### config.mk
export PLATFORM = sky130hd
export DESIGN_NAME = masked_unique_pattern_search_unit_flat
export DESIGN_NICKNAME = d
export VERILOG_FILES = /design/src/design/mups_pkg.sv /design/src/design/mups_if.sv /design/src/design/mups_cell.sv /design/src/design/mups_cfg.sv /design/src/design/mups_judge.sv /design/src/design/masked_unique_pattern_search_unit.sv /design/src/flat_wrapper.sv
export SDC_FILE = /design/constraint.sdc
export NUM_CORES = 2
export LEC_CHECK = 0
export ABC_AREA = 1
export BUFFER_PORTS_ARGS = -buffer_cell sky130_fd_sc_hd__buf_2
export CAP_MARGIN = 20
export CORE_MARGIN = 10
export CORE_UTILIZATION = 50
export CTS_CLUSTER_DIAMETER = 30
export CTS_CLUSTER_SIZE = 12
export DETAILED_ROUTE_END_ITERATION = 10
export PLACE_DENSITY = 0.65
export REMOVE_ABC_BUFFERS = 1
export SLEW_MARGIN = 20
export SYNTH_ARGS = -nofsm -noshare
export SYNTH_HDL_FRONTEND = slang
export SYNTH_SLANG_ARGS = --single-unit
export TNS_END_PERCENT = 1
### constraint.sdc
create_clock -name clk -period 3.8 [get_ports clk]
set_clock_uncertainty 0.05 [all_clocks]
set_input_delay 0.76 -clock clk [delete_from_list [all_inputs] [get_ports clk]]
set_output_delay 0.76 -clock clk [all_outputs]
set_load 0.01 [all_outputs]
### src/design/mups_pkg.sv
// Package for the masked unique pattern search unit.
// Sizes, codes, words passed between the cell row, the configuration block and the judge.
// No dependencies.
`default_nettype none

package mups_pkg;

    localparam int MAX_PATTERN = 128;
    localparam int OFFSET_BITS = 32;
    localparam int PTR_W       = (MAX_PATTERN > 1) ? $clog2(MAX_PATTERN) : 1;
    localparam int NEFF_W      = PTR_W + 1;
    localparam int LEN_W       = 8;
    localparam int IDX_W       = 7;
    localparam int POS_W       = OFFSET_BITS + 1;
    localparam int GRP         = 16;
    localparam int NGRP        = (MAX_PATTERN + GRP - 1) / GRP;
    localparam int QDEPTH      = 8;
    localparam int QPTR_W      = 3;
    localparam int QCNT_W      = 4;
    localparam int ADDR_W      = 3;
    localparam int DATA_W      = 32;
    localparam int REG_IDX_W   = 1;

    localparam logic [REG_IDX_W-1:0] REG_PATTERN_LENGTH = 1'b0;

    localparam logic FUNC_LOAD = 1'b0;
    localparam logic FUNC_BYTE = 1'b1;

    typedef enum logic [1:0] {
        ST_UNIQUE = 2'd0,
        ST_NONE   = 2'd1,
        ST_AMBIG  = 2'd2,
        ST_LONG   = 2'd3
    } status_t;

    typedef logic [OFFSET_BITS-1:0] offset_t;

    typedef struct packed {
        logic [7:0] value;
        logic       care;
    } pat_t;

    // per-byte tag that travels alongside the comparison pipeline
    typedef struct packed {
        logic    valid;
        logic    last;
        logic    elig;
        logic    too_long;
        offset_t start;
    } meta_t;

    typedef struct packed {
        logic             shift;
        logic             clr;
        logic             rot;
        logic             load;
        logic [PTR_W-1:0] load_sel;
        logic [PTR_W-1:0] align;
        pat_t             load_pat;
    } cell_ctl_t;

    typedef struct packed {
        logic [NEFF_W-1:0] neff;
        logic [PTR_W-1:0]  align;
        logic              rotating;
    } cfg_state_t;

    typedef struct packed {
        status_t status;
        offset_t offset;
    } result_t;

    // clamp the programmed length to the pattern store depth
    function automatic logic [NEFF_W-1:0] eff_len(input logic [LEN_W-1:0] len);
        logic [NEFF_W-1:0] n;
        if (int'(len) > MAX_PATTERN)
            n = NEFF_W'(MAX_PATTERN);
        else
            n = NEFF_W'(len);
        return n;
    endfunction

endpackage

`default_nettype wire

### src/design/mups_if.sv
// Valid/ready channels of the masked unique pattern search unit.
// Depends on mups_pkg for field widths.
`default_nettype none

interface mups_in_if;
    logic                       valid;
    logic                       ready;
    logic                       func;
    logic [mups_pkg::IDX_W-1:0] pattern_index;
    logic [7:0]                 pattern_value;
    logic                       pattern_care;
    logic [7:0]                 data_byte;
    logic                       last_byte;

    modport source (output valid, func, pattern_index, pattern_value, pattern_care,
                    data_byte, last_byte, input ready);
    modport sink   (input valid, func, pattern_index, pattern_value, pattern_care,
                    data_byte, last_byte, output ready);
endinterface

interface mups_out_if;
    logic                             valid;
    logic                             ready;
    logic [1:0]                       status;
    logic [mups_pkg::OFFSET_BITS-1:0] match_offset;

    modport source (output valid, status, match_offset, input ready);
    modport sink   (input valid, status, match_offset, output ready);
endinterface

`default_nettype wire

### src/design/mups_cell.sv
// One cell of the search row: a window byte, one slot of the pattern ring and its compare flag.
// Depends on mups_pkg.
`default_nettype none

module mups_cell (
    input  wire                         clk,
    input  wire                         rst_n,
    input  wire  [mups_pkg::PTR_W-1:0]  cell_idx,
    input  mups_pkg::cell_ctl_t         ctl,
    input  wire  [7:0]                  win_in,
    output logic [7:0]                  win_out,
    input  mups_pkg::pat_t              pat_in,
    output mups_pkg::pat_t              pat_out,
    output logic                        ok
);
    import mups_pkg::*;

    logic [7:0] win_reg;
    logic [7:0] win_next;
    pat_t       pat_reg;
    logic       ok_reg;
    logic       ok_next;

    // after a last word the neighbours feed zeros; only a byte shifted in at that time survives
    always_comb
    begin
        win_next = win_reg;
        if (ctl.shift)
            win_next = (cell_idx == '0 || !ctl.clr) ? win_in : 8'h00;
        else if (ctl.clr)
            win_next = 8'h00;
    end

    always_ff @(posedge clk or negedge rst_n)
    begin
        if (!rst_n)
            win_reg <= 8'h00;
        else
            win_reg <= win_next;
    end

    // ring slot holds pattern[(align - cell_idx) mod depth]
    always_ff @(posedge clk)
    begin
        if (ctl.rot)
            pat_reg <= pat_in;
        else if (ctl.load && ctl.load_sel == cell_idx)
            pat_reg <= ctl.load_pat;
    end

    assign ok_next = (cell_idx > ctl.align) || !pat_reg.care || (win_reg == pat_reg.value);

    always_ff @(posedge clk)
    begin
        ok_reg <= ok_next;
    end

    assign win_out = win_reg;
    assign pat_out = pat_reg;
    assign ok      = ok_reg;

endmodule

`default_nettype wire

### src/design/mups_cfg.sv
// APB register for the pattern length and the aligner that rotates the pattern ring to match it.
// Depends on mups_pkg.
`default_nettype none

module mups_cfg (
    input  wire                          clk,
    input  wire                          rst_n,
    input  wire                          psel,
    input  wire                          penable,
    input  wire                          pwrite,
    input  wire  [mups_pkg::ADDR_W-1:0]  paddr,
    input  wire  [mups_pkg::DATA_W-1:0]  pwdata,
    output logic [mups_pkg::DATA_W-1:0]  prdata,
    output logic                         pready,
    output mups_pkg::cfg_state_t         cfg_st
);
    import mups_pkg::*;

    logic [LEN_W-1:0]     len_reg;
    logic [LEN_W-1:0]     len_next;
    logic [PTR_W-1:0]     align_reg;
    logic [PTR_W-1:0]     align_next;
    logic [PTR_W-1:0]     target_reg;
    logic [PTR_W-1:0]     target_next;
    logic [REG_IDX_W-1:0] reg_idx;
    logic                 wr;
    logic [NEFF_W-1:0]    wr_neff;
    logic                 rotating;

    assign reg_idx  = paddr[ADDR_W-1:2];
    assign pready   = 1'b1;
    assign wr       = psel && penable && pwrite && pready;
    assign wr_neff  = eff_len(pwdata[LEN_W-1:0]);
    assign rotating = (align_reg != target_reg);

    always_comb
    begin
        len_next    = len_reg;
        target_next = target_reg;
        if (wr && reg_idx == REG_PATTERN_LENGTH)
        begin
            len_next = pwdata[LEN_W-1:0];
            // a zero length matches nothing, so the ring stays where it is
            if (wr_neff != '0)
                target_next = PTR_W'(wr_neff - NEFF_W'(1));
        end
    end

    always_comb
    begin
        align_next = align_reg;
        if (rotating)
        begin
            if (int'(align_reg) == MAX_PATTERN - 1)
                align_next = '0;
            else
                align_next = align_reg + PTR_W'(1);
        end
    end

    always_ff @(posedge clk or negedge rst_n)
    begin
        if (!rst_n)
        begin
            len_reg    <= LEN_W'(1);
            align_reg  <= '0;
            target_reg <= '0;
        end
        else
        begin
            len_reg    <= len_next;
            align_reg  <= align_next;
            target_reg <= target_next;
        end
    end

    always_comb
    begin
        prdata = '0;
        case (reg_idx)
            REG_PATTERN_LENGTH: prdata = DATA_W'(len_reg);
            default:            prdata = '0;
        endcase
    end

    assign cfg_st.neff     = eff_len(len_reg);
    assign cfg_st.align    = align_reg;
    assign cfg_st.rotating = rotating;

    a_rot_moves: assert property (@(posedge clk) disable iff (!rst_n)
        (align_reg != target_reg) |=> (align_reg != $past(align_reg)))
        else $error("aligner stalled while rotating");

    a_idle_holds: assert property (@(posedge clk) disable iff (!rst_n)
        (align_reg == target_reg) |=> $stable(align_reg))
        else $error("ring alignment moved while settled");

endmodule

`default_nettype wire

### src/design/mups_judge.sv
// Registered AND tree over the cell flags, match tally and result queue.
// Depends on mups_pkg and mups_if.
`default_nettype none

module mups_judge (
    input  wire                              clk,
    input  wire                              rst_n,
    input  wire  [mups_pkg::MAX_PATTERN-1:0] ok_vec,
    input  mups_pkg::meta_t                  m1,
    input  wire                              acc_last,
    output logic                             room,
    mups_out_if.source                       dout
);
    import mups_pkg::*;

    localparam logic [1:0] TALLY_SAT = 2'd2;

    meta_t                 m2_reg, m3_reg, m4_reg;
    logic [NGRP*GRP-1:0]   ok_pad;
    logic [NGRP-1:0]       grp_next;
    logic [NGRP-1:0]       grp_reg;
    logic                  hit_reg;
    logic [1:0]            tally_reg, tally_next, tally_upd;
    offset_t               first_reg, first_next, first_upd;
    logic                  fin_hit;
    logic                  q_wr;
    logic                  q_rd;
    result_t               q_word;
    result_t               q_mem [QDEPTH];
    logic [QPTR_W-1:0]     wp_reg, rp_reg;
    logic [QCNT_W-1:0]     cnt_reg, cnt_next;
    logic [QCNT_W-1:0]     pend_reg, pend_next;

    always_comb
    begin
        ok_pad = '1;
        ok_pad[MAX_PATTERN-1:0] = ok_vec;
        for (int g = 0; g < NGRP; g++)
            grp_next[g] = &ok_pad[g*GRP +: GRP];
    end

    always_ff @(posedge clk or negedge rst_n)
    begin
        if (!rst_n)
        begin
            m2_reg <= '0;
            m3_reg <= '0;
            m4_reg <= '0;
        end
        else
        begin
            m2_reg <= m1;
            m3_reg <= m2_reg;
            m4_reg <= m3_reg;
        end
    end

    always_ff @(posedge clk)
    begin
        grp_reg <= grp_next;
        hit_reg <= &grp_reg;
    end

    assign fin_hit   = m4_reg.valid && m4_reg.elig && hit_reg;
    assign tally_upd = (fin_hit && tally_reg != TALLY_SAT) ? tally_reg + 2'd1 : tally_reg;
    assign first_upd = (fin_hit && tally_reg == 2'd0) ? m4_reg.start : first_reg;
    assign q_wr      = m4_reg.valid && m4_reg.last;

    always_comb
    begin
        q_word.status = ST_UNIQUE;
        q_word.offset = '0;
        if (m4_reg.too_long)
            q_word.status = ST_LONG;
        else if (tally_upd == 2'd0)
            q_word.status = ST_NONE;
        else if (tally_upd == TALLY_SAT)
            q_word.status = ST_AMBIG;
        else
            q_word.offset = first_upd;

        tally_next = tally_upd;
        first_next = first_upd;
        if (q_wr)
        begin
            tally_next = '0;
            first_next = '0;
        end
    end

    always_ff @(posedge clk or negedge rst_n)
    begin
        if (!rst_n)
        begin
            tally_reg <= '0;
            first_reg <= '0;
        end
        else
        begin
            tally_reg <= tally_next;
            first_reg <= first_next;
        end
    end

    // result queue; pend counts last words from acceptance until delivered
    assign q_rd = dout.valid && dout.ready;

    always_comb
    begin
        cnt_next  = cnt_reg;
        pend_next = pend_reg;
        if (q_wr && !q_rd)
            cnt_next = cnt_reg + QCNT_W'(1);
        else if (!q_wr && q_rd)
            cnt_next = cnt_reg - QCNT_W'(1);
        if (acc_last && !q_rd)
            pend_next = pend_reg + QCNT_W'(1);
        else if (!acc_last && q_rd)
            pend_next = pend_reg - QCNT_W'(1);
    end

    always_ff @(posedge clk or negedge rst_n)
    begin
        if (!rst_n)
        begin
            wp_reg   <= '0;
            rp_reg   <= '0;
            cnt_reg  <= '0;
            pend_reg <= '0;
        end
        else
        begin
            if (q_wr)
                wp_reg <= wp_reg + QPTR_W'(1);
            if (q_rd)
                rp_reg <= rp_reg + QPTR_W'(1);
            cnt_reg  <= cnt_next;
            pend_reg <= pend_next;
        end
    end

    always_ff @(posedge clk)
    begin
        if (q_wr)
            q_mem[wp_reg] <= q_word;
    end

    assign room              = (pend_reg < QCNT_W'(QDEPTH));
    assign dout.valid        = (cnt_reg != '0);
    assign dout.status       = q_mem[rp_reg].status;
    assign dout.match_offset = q_mem[rp_reg].offset;

    a_queue_counted: assert property (@(posedge clk) disable iff (!rst_n)
        cnt_reg <= pend_reg)
        else $error("result queue holds a word that was never booked");

    a_pend_bound: assert property (@(posedge clk) disable iff (!rst_n)
        pend_reg <= QCNT_W'(QDEPTH))
        else $error("more results in flight than the queue can hold");

    a_last_queued: assert property (@(posedge clk) disable iff (!rst_n)
        (m4_reg.valid && m4_reg.last) |=> (cnt_reg != '0))
        else $error("finished search left no result word");

endmodule

`default_nettype wire

### src/design/masked_unique_pattern_search_unit.sv
// Top level of the masked unique pattern search unit: window/pattern cell row, judge, APB block.
// Depends on mups_pkg, mups_if, mups_cell, mups_judge and mups_cfg.
//
// Usage. Words on din with func = load write one pattern entry (value and care bit) at
// pattern_index; words with func = byte stream the haystack, and last_byte marks its end.
// The APB register pattern_length (address 0) sets how many pattern bytes each window uses.
// Every haystack byte slides a window through a row of cells; each cell checks one window
// byte against its pattern slot, and a registered AND tree folds the flags. On the last byte
// one word leaves on dout: unique match with start offset, no match, ambiguous, or too long.
// Throughput: one input word per cycle while din.ready is high, loads and bytes alike.
// A result passes the cell flag, group AND and final AND registers before it enters the queue.
// Writing pattern_length rotates the pattern ring one slot per cycle into its new alignment;
// din.ready stays low while it turns.
// A queue of QDEPTH result words parts the two sides; din.ready also drops when that many
// results are pending, so a stalled receiver loses nothing.
// Reset clears the window, counters and tally and sets pattern_length to 1; pattern entries
// are undefined until written and keep their values from one search to the next.
`default_nettype none

module masked_unique_pattern_search_unit (
    input  wire                          clk,
    input  wire                          rst_n,
    mups_in_if.sink                      din,
    mups_out_if.source                   dout,
    input  wire                          psel,
    input  wire                          penable,
    input  wire                          pwrite,
    input  wire  [mups_pkg::ADDR_W-1:0]  paddr,
    input  wire  [mups_pkg::DATA_W-1:0]  pwdata,
    output logic [mups_pkg::DATA_W-1:0]  prdata,
    output logic                         pready
);
    import mups_pkg::*;

    localparam logic [POS_W-1:0] LIMIT = POS_W'(1) << OFFSET_BITS;
    localparam int SW = ((IDX_W > PTR_W) ? IDX_W : PTR_W) + 1;

    cfg_state_t        cfg_st;
    cell_ctl_t         ctl;
    logic              room;
    logic              in_acc;
    logic              acc_byte;
    logic              acc_last;
    logic [POS_W-1:0]  pos_reg, pos_next, pos_inc;
    logic              clr_pend_reg;
    meta_t             m1_reg, m1_next;
    logic [SW-1:0]     sel_diff;
    logic [7:0]        win_in  [MAX_PATTERN];
    logic [7:0]        win_out [MAX_PATTERN];
    pat_t              pat_in  [MAX_PATTERN];
    pat_t              pat_out [MAX_PATTERN];
    logic [MAX_PATTERN-1:0] ok_vec;

    mups_cfg u_cfg (
        .clk     (clk),
        .rst_n   (rst_n),
        .psel    (psel),
        .penable (penable),
        .pwrite  (pwrite),
        .paddr   (paddr),
        .pwdata  (pwdata),
        .prdata  (prdata),
        .pready  (pready),
        .cfg_st  (cfg_st)
    );

    assign din.ready = room && !cfg_st.rotating;
    assign in_acc    = din.valid && din.ready;
    assign acc_byte  = in_acc && (din.func == FUNC_BYTE);
    assign acc_last  = acc_byte && din.last_byte;

    // byte counter saturates one past the limit
    assign pos_inc = (pos_reg <= LIMIT) ? pos_reg + POS_W'(1) : pos_reg;

    always_comb
    begin
        pos_next = pos_reg;
        if (acc_byte)
            pos_next = din.last_byte ? '0 : pos_inc;
    end

    always_comb
    begin
        m1_next.valid    = acc_byte;
        m1_next.last     = din.last_byte;
        m1_next.elig     = (cfg_st.neff != '0) && (pos_inc <= LIMIT)
                           && (pos_inc >= POS_W'(cfg_st.neff));
        m1_next.too_long = (pos_inc > LIMIT);
        m1_next.start    = OFFSET_BITS'(pos_inc - POS_W'(cfg_st.neff));
    end

    always_ff @(posedge clk or negedge rst_n)
    begin
        if (!rst_n)
        begin
            pos_reg      <= '0;
            clr_pend_reg <= 1'b0;
            m1_reg       <= '0;
        end
        else
        begin
            pos_reg      <= pos_next;
            clr_pend_reg <= acc_last;
            m1_reg       <= m1_next;
        end
    end

    // ring slot that holds pattern entry idx: (align - idx) mod depth
    always_comb
    begin
        if (SW'(cfg_st.align) >= SW'(din.pattern_index))
            sel_diff = SW'(cfg_st.align) - SW'(din.pattern_index);
        else
            sel_diff = SW'(cfg_st.align) + SW'(MAX_PATTERN) - SW'(din.pattern_index);
    end

    always_comb
    begin
        ctl.shift          = acc_byte;
        ctl.clr            = clr_pend_reg;
        ctl.rot            = cfg_st.rotating;
        ctl.load           = in_acc && (din.func == FUNC_LOAD)
                             && (int'(din.pattern_index) < MAX_PATTERN);
        ctl.load_sel       = PTR_W'(sel_diff);
        ctl.align          = cfg_st.align;
        ctl.load_pat.value = din.pattern_value;
        ctl.load_pat.care  = din.pattern_care;
    end

    for (genvar w = 0; w < MAX_PATTERN; w++)
    begin : g_cell
        localparam int PREV = (w == 0) ? MAX_PATTERN - 1 : w - 1;

        if (w == 0)
        begin : g_head
            assign win_in[w] = din.data_byte;
        end
        else
        begin : g_body
            assign win_in[w] = win_out[w-1];
        end
        assign pat_in[w] = pat_out[PREV];

        mups_cell u_cell (
            .clk      (clk),
            .rst_n    (rst_n),
            .cell_idx (PTR_W'(w)),
            .ctl      (ctl),
            .win_in   (win_in[w]),
            .win_out  (win_out[w]),
            .pat_in   (pat_in[w]),
            .pat_out  (pat_out[w]),
            .ok       (ok_vec[w])
        );
    end

    mups_judge u_judge (
        .clk      (clk),
        .rst_n    (rst_n),
        .ok_vec   (ok_vec),
        .m1       (m1_reg),
        .acc_last (acc_last),
        .room     (room),
        .dout     (dout)
    );

    a_clear_count: assert property (@(posedge clk) disable iff (!rst_n)
        clr_pend_reg |-> (pos_reg == '0))
        else $error("byte count survived the end of a search");

endmodule

`default_nettype wire
### src/flat_wrapper.sv
// flat-port wrapper written by rule: the top's interface ports become plain ports
module masked_unique_pattern_search_unit_flat import mups_pkg::*;
  (clk, rst_n, psel, penable, pwrite, paddr, pwdata, prdata, pready, din_valid, din_func, din_pattern_index, din_pattern_value, din_pattern_care, din_data_byte, din_last_byte, din_ready, dout_valid, dout_status, dout_match_offset, dout_ready);
  mups_in_if din_i ();
  mups_out_if dout_i ();
  input  wire clk;
  input  wire rst_n;
  input  wire psel;
  input  wire penable;
  input  wire pwrite;
  input  wire  [mups_pkg::ADDR_W-1:0] paddr;
  input  wire  [mups_pkg::DATA_W-1:0] pwdata;
  output logic [mups_pkg::DATA_W-1:0] prdata;
  output logic pready;
  input wire logic [$bits(din_i.valid)-1:0] din_valid;
  input wire logic [$bits(din_i.func)-1:0] din_func;
  input wire logic [$bits(din_i.pattern_index)-1:0] din_pattern_index;
  input wire logic [$bits(din_i.pattern_value)-1:0] din_pattern_value;
  input wire logic [$bits(din_i.pattern_care)-1:0] din_pattern_care;
  input wire logic [$bits(din_i.data_byte)-1:0] din_data_byte;
  input wire logic [$bits(din_i.last_byte)-1:0] din_last_byte;
  output wire logic [$bits(din_i.ready)-1:0] din_ready;
  output wire logic [$bits(dout_i.valid)-1:0] dout_valid;
  output wire logic [$bits(dout_i.status)-1:0] dout_status;
  output wire logic [$bits(dout_i.match_offset)-1:0] dout_match_offset;
  input wire logic [$bits(dout_i.ready)-1:0] dout_ready;
  assign din_i.valid = din_valid;
  assign din_i.func = din_func;
  assign din_i.pattern_index = din_pattern_index;
  assign din_i.pattern_value = din_pattern_value;
  assign din_i.pattern_care = din_pattern_care;
  assign din_i.data_byte = din_data_byte;
  assign din_i.last_byte = din_last_byte;
  assign din_ready = din_i.ready;
  assign dout_valid = dout_i.valid;
  assign dout_status = dout_i.status;
  assign dout_match_offset = dout_i.match_offset;
  assign dout_i.ready = dout_ready;
  masked_unique_pattern_search_unit u_core (.clk(clk), .rst_n(rst_n), .din(din_i), .dout(dout_i), .psel(psel), .penable(penable), .pwrite(pwrite), .paddr(paddr), .pwdata(pwdata), .prdata(prdata), .pready(pready));
endmodule
==> qor.txt <==
Pwr per Cell Area - 968.0 nW/um2
Share of cells above drive strength 1 - 10.81%
DRC - 0
Die X - 522.1 um
Status - complete, no violations
Skew-Pair Late Insertion Delay - 1.00 ns
CTS Sinks - 2833
Post-synthesis cell area - 126000 um2
Initial antenna violation count - 24
Max FFs per register - 1152
Clock Root Buffer - clkbuf_16
Number of synthesized flops with an enable pin - 1424
Yosys cell types - 60
Pwr Total - 146.6 mW
VDD IR-drop max - 564.8 uV
Actual slew at the worst max-slew pin - 1.128 ns
Core area - 251200 um2
H-tree levels - 6
Starting density of the core - 50.18%
RSZ-0062 raised after global routing - yes
Clock transition at path regs - 0.05 ns
Area grow syn2layout - 20.15%
MaxCap Viol Count - 0
LEAKAGE - 68.55 nW
Commonest non-fill, non-tap cell in the layout - nand2_1
Required @ worst endpoint - 2.99 ns
Final Hold Vio Count - 0
Switching share of power - 34.65%
Asr flop ratio synth - 44.90%
Die height - 522.1 um
Logic pwr share - 26.6%
Final instance area - 151400 um2
Largest net degree at the start of global routing - 196
Post-synthesis register bit count - 2833
WP data arrival - 2.92 ns
Overflow after GRT - 0
Worst setup SP type - register
Post-CTS setup buffer count - 0
Detailed Route Iter0 Violations - 10438
Most frequent cells in the layout - 3638 x nand2_1, 1747 x o21ai_0, 1424 x edfxtp_1, 1268 x dfrtp_1, 1177 x inv_1
Drt wl/cell - 21.76 um
Internal - 95.80 mW
Critical path's top delay family - compound AO/OA/AOI/OAI gates
Setup TNS - 0 ns
Via count - 99290
Top FF cell, synth - edfxtp_1
Detail Route Antenna Nets - 0
GRT Util Overall - 27.12%
Fin nets - 13729
Part of the power in registers - 39.3%
CTS tree - done
Vias in the first global route - 100686
Fillcell total - 20250
Switching Power - 50.81 mW
Vias per cell - 5.685
Clock Power Share - 34.1%
Die footprint - 272600 um2
Fmax - 268.4 MHz
Final Util - 60.30%
First-pass GRT wire length - 583700 um
CP peak stage delay - 0.45 ns
Boundary pin count - 137
Syn Inst Count - 13303
Std cell rows - 184
DR pass1 iterations - 8
Kind of critical path - reg -> out
Gpl congestion - 0.9356
Syn avg cell area - 9.475 um2
Critical-path cell list - buf_16, o21ai_0, o22ai_1, nor2_1, a31oi_1, buf_2
Crit-path max FO - 137
Register area share after synthesis - 61.35%
CP max stage cell - dfrtp_4
Max Slew Vio Count - 0
HPWL after detailed placement - 239900 um
Final min period - 3.726 ns
Critical Path End Type - output port
Worst slew margin - 24.51%
Total CTS buffers - 571
Synth warnings - 0
Post-Route WL - 380000 um
WP buf/inv - 2
Number of I/O port buffers - 85
HP Class - in -> reg
Final period util - 98.04%
Area of placed instances - 131700 um2
Setup-failing EPs final - 0
Max Root-Sink Buffers - 4
-- synth_stat cells, types with 4 or more instances --
cell       count  area share, %
o221ai_1      30           0.21
o221a_2        4          0.036
edfxtp_1    1424             34
xor2_1       104           0.72
nor2_1       964            2.9
or2_2          4          0.020
a211oi_1       5          0.030
o21ai_2        4          0.028
o311ai_0      29           0.20
nand2_2       10          0.050
nor2_2         4          0.020
xnor2_1      554            3.8
nand2_1     3650             11
clkbuf_1     556            1.7
nand3_2        4          0.032
o211ai_1      13          0.077
nand4_1      232            1.2
inv_1       1180            3.5
a2111oi_0      5          0.035
nand3b_1       4          0.024
mux2i_1       32           0.25
o2111ai_1     28           0.19
nand3_1      703            2.8
buf_4         65           0.39
buf_6          5          0.045
ha_1          30           0.30
buf_1         53           0.16
buf_2         78           0.31
nor4_1        32           0.16
inv_2         25          0.074
dfrtp_1     1271             25
o31ai_1        9          0.054
dfxtp_1      137            2.2
a21oi_1       48           0.19
o41ai_1       41           0.28
o21ai_1       37           0.15
o22ai_1       64           0.32
o21ai_0     1757            7.0
a31oi_1       39           0.19
fa_1           4          0.064
nor3_1        27           0.11
-- repair_timing --
item,4_1_cts,5_1_grt
endpoints found under the setup margin,16,314
hold buffers,16,0
gates cloned,0,0
hold endpoints to repair,195,0
resized for setup,5,20
-- worst paths after layout --
| check | start | end | slack (ns) | depth (start not counted) |
|---|---|---|---|---|
| worst min-delay path | pwdata[1] | u_core.u_cfg.len_reg[1]$_DFFE_PN0P_ | 0.08 | 3 |
| worst max register to register | u_core.u_cfg.align_reg[0]$_DFFE_PN0N_ | u_core.g_cell[1].u_cell.pat_out[8]$_DFFE_PP_ | 0.19 | 14 |
| max in group asynchronous | rst_n | u_core.g_cell[31].u_cell.win_out[0]$_DFF_PN0_ | 2.19 | 4 |
| min in group asynchronous | rst_n | u_core.u_judge.rp_reg[2]$_DFFE_PN0P_ | 0.16 | 2 |
| worst min register to register | u_core.u_judge.m3_reg[11]$_DFF_PN0_ | u_core.u_judge.m4_reg[11]$_DFF_PN0_ | 0.24 | 0 |
| worst max-delay path | u_core.u_judge.rp_reg[0]$_DFFE_PN0P_ | dout_match_offset[19] | 0.07 | 6 |
-- worst reg2reg max path, cell delays in order, from the launching register on --
cell and delay (ns):
dfrtp_1 0.57, inv_1 0.21, ha_1 0.16, inv_1 0.06, fa_1 0.42, nand3_1 0.10, and2_1 0.16, inv_1 0.05
a21oi_1 0.16, o21bai_1 0.12, xnor2_2 0.27, nand2_1 0.17, buf_4 0.24, o21ai_1 0.33, buf_4 0.24
-- cell families (layout without fill, tap and decap cells) --
| kind of cell | count (synthesis) | count (layout) | share of synthesized area [%] |
|---|---|---|---|
| compound gates | 2128 | 2128 | 9.067 |
| xor+xnor | 658 | 658 | 4.572 |
| fa+ha+maj | 34 | 34 | 0.3613 |
| buf+inv | 1966 | 2729 | 6.173 |
| flops | 2833 | 2833 | 61.35 |
| mux | 34 | 34 | 0.2720 |
| other cells | 2 | 52 | 0.005958 |
| simple gates | 5648 | 5648 | 18.19 |
-- power groups by stage --
stage	combinational (mW)	clock (mW)	sequential (mW)
floorplan	26.7	0	55.0
global placement	36.9	0	57.1
detailed placement	37.9	0	57.4
CTS	38.5	50.4	57.3
global route	43.6	52.0	58.9
finish	39.0	50.0	57.7
-- metal layers --
metal / share of wire (%) / global-route usage [%] / wire, um
met5: 0.032 / 0 / 121
met4: 4.6 / 12.67 / 17430
met3: 9.0 / 6.392 / 34370
met2: 46 / 43.11 / 176000
met1: 40 / 35.25 / 152000
-- metrics by stage --
step	instances	setup slack, ns	hold WS (ns)
final	17464	0.07436	0.07512
after global routing	17440	-0.06764	0.07111
after CTS	17436	0.009834	0.01215
after detailed placement	16385	-0.1094	0.2847
after global placement	16385	-0.08013	0.2820
after floorplan	12567	-35.45	0.2812
-- layout make-up --
cell class | count | area (um2) | area share (%)
Inverter | 1207 | 4561 | 3.011
Timing Repair Buffer | 487 | 4672 | 3.085
Antenna cell | 27 | 67.56 | 0.04461
Tap cell | 3348 | 4189 | 2.766
Clock buffer | 685 | 15340 | 10.13
Sequential cell | 2833 | 77340 | 51.07
Multi-Input combinational cell | 8527 | 41260 | 27.24
Clock inverter | 350 | 4018 | 2.653
Power figures use the tool's default switching activity.
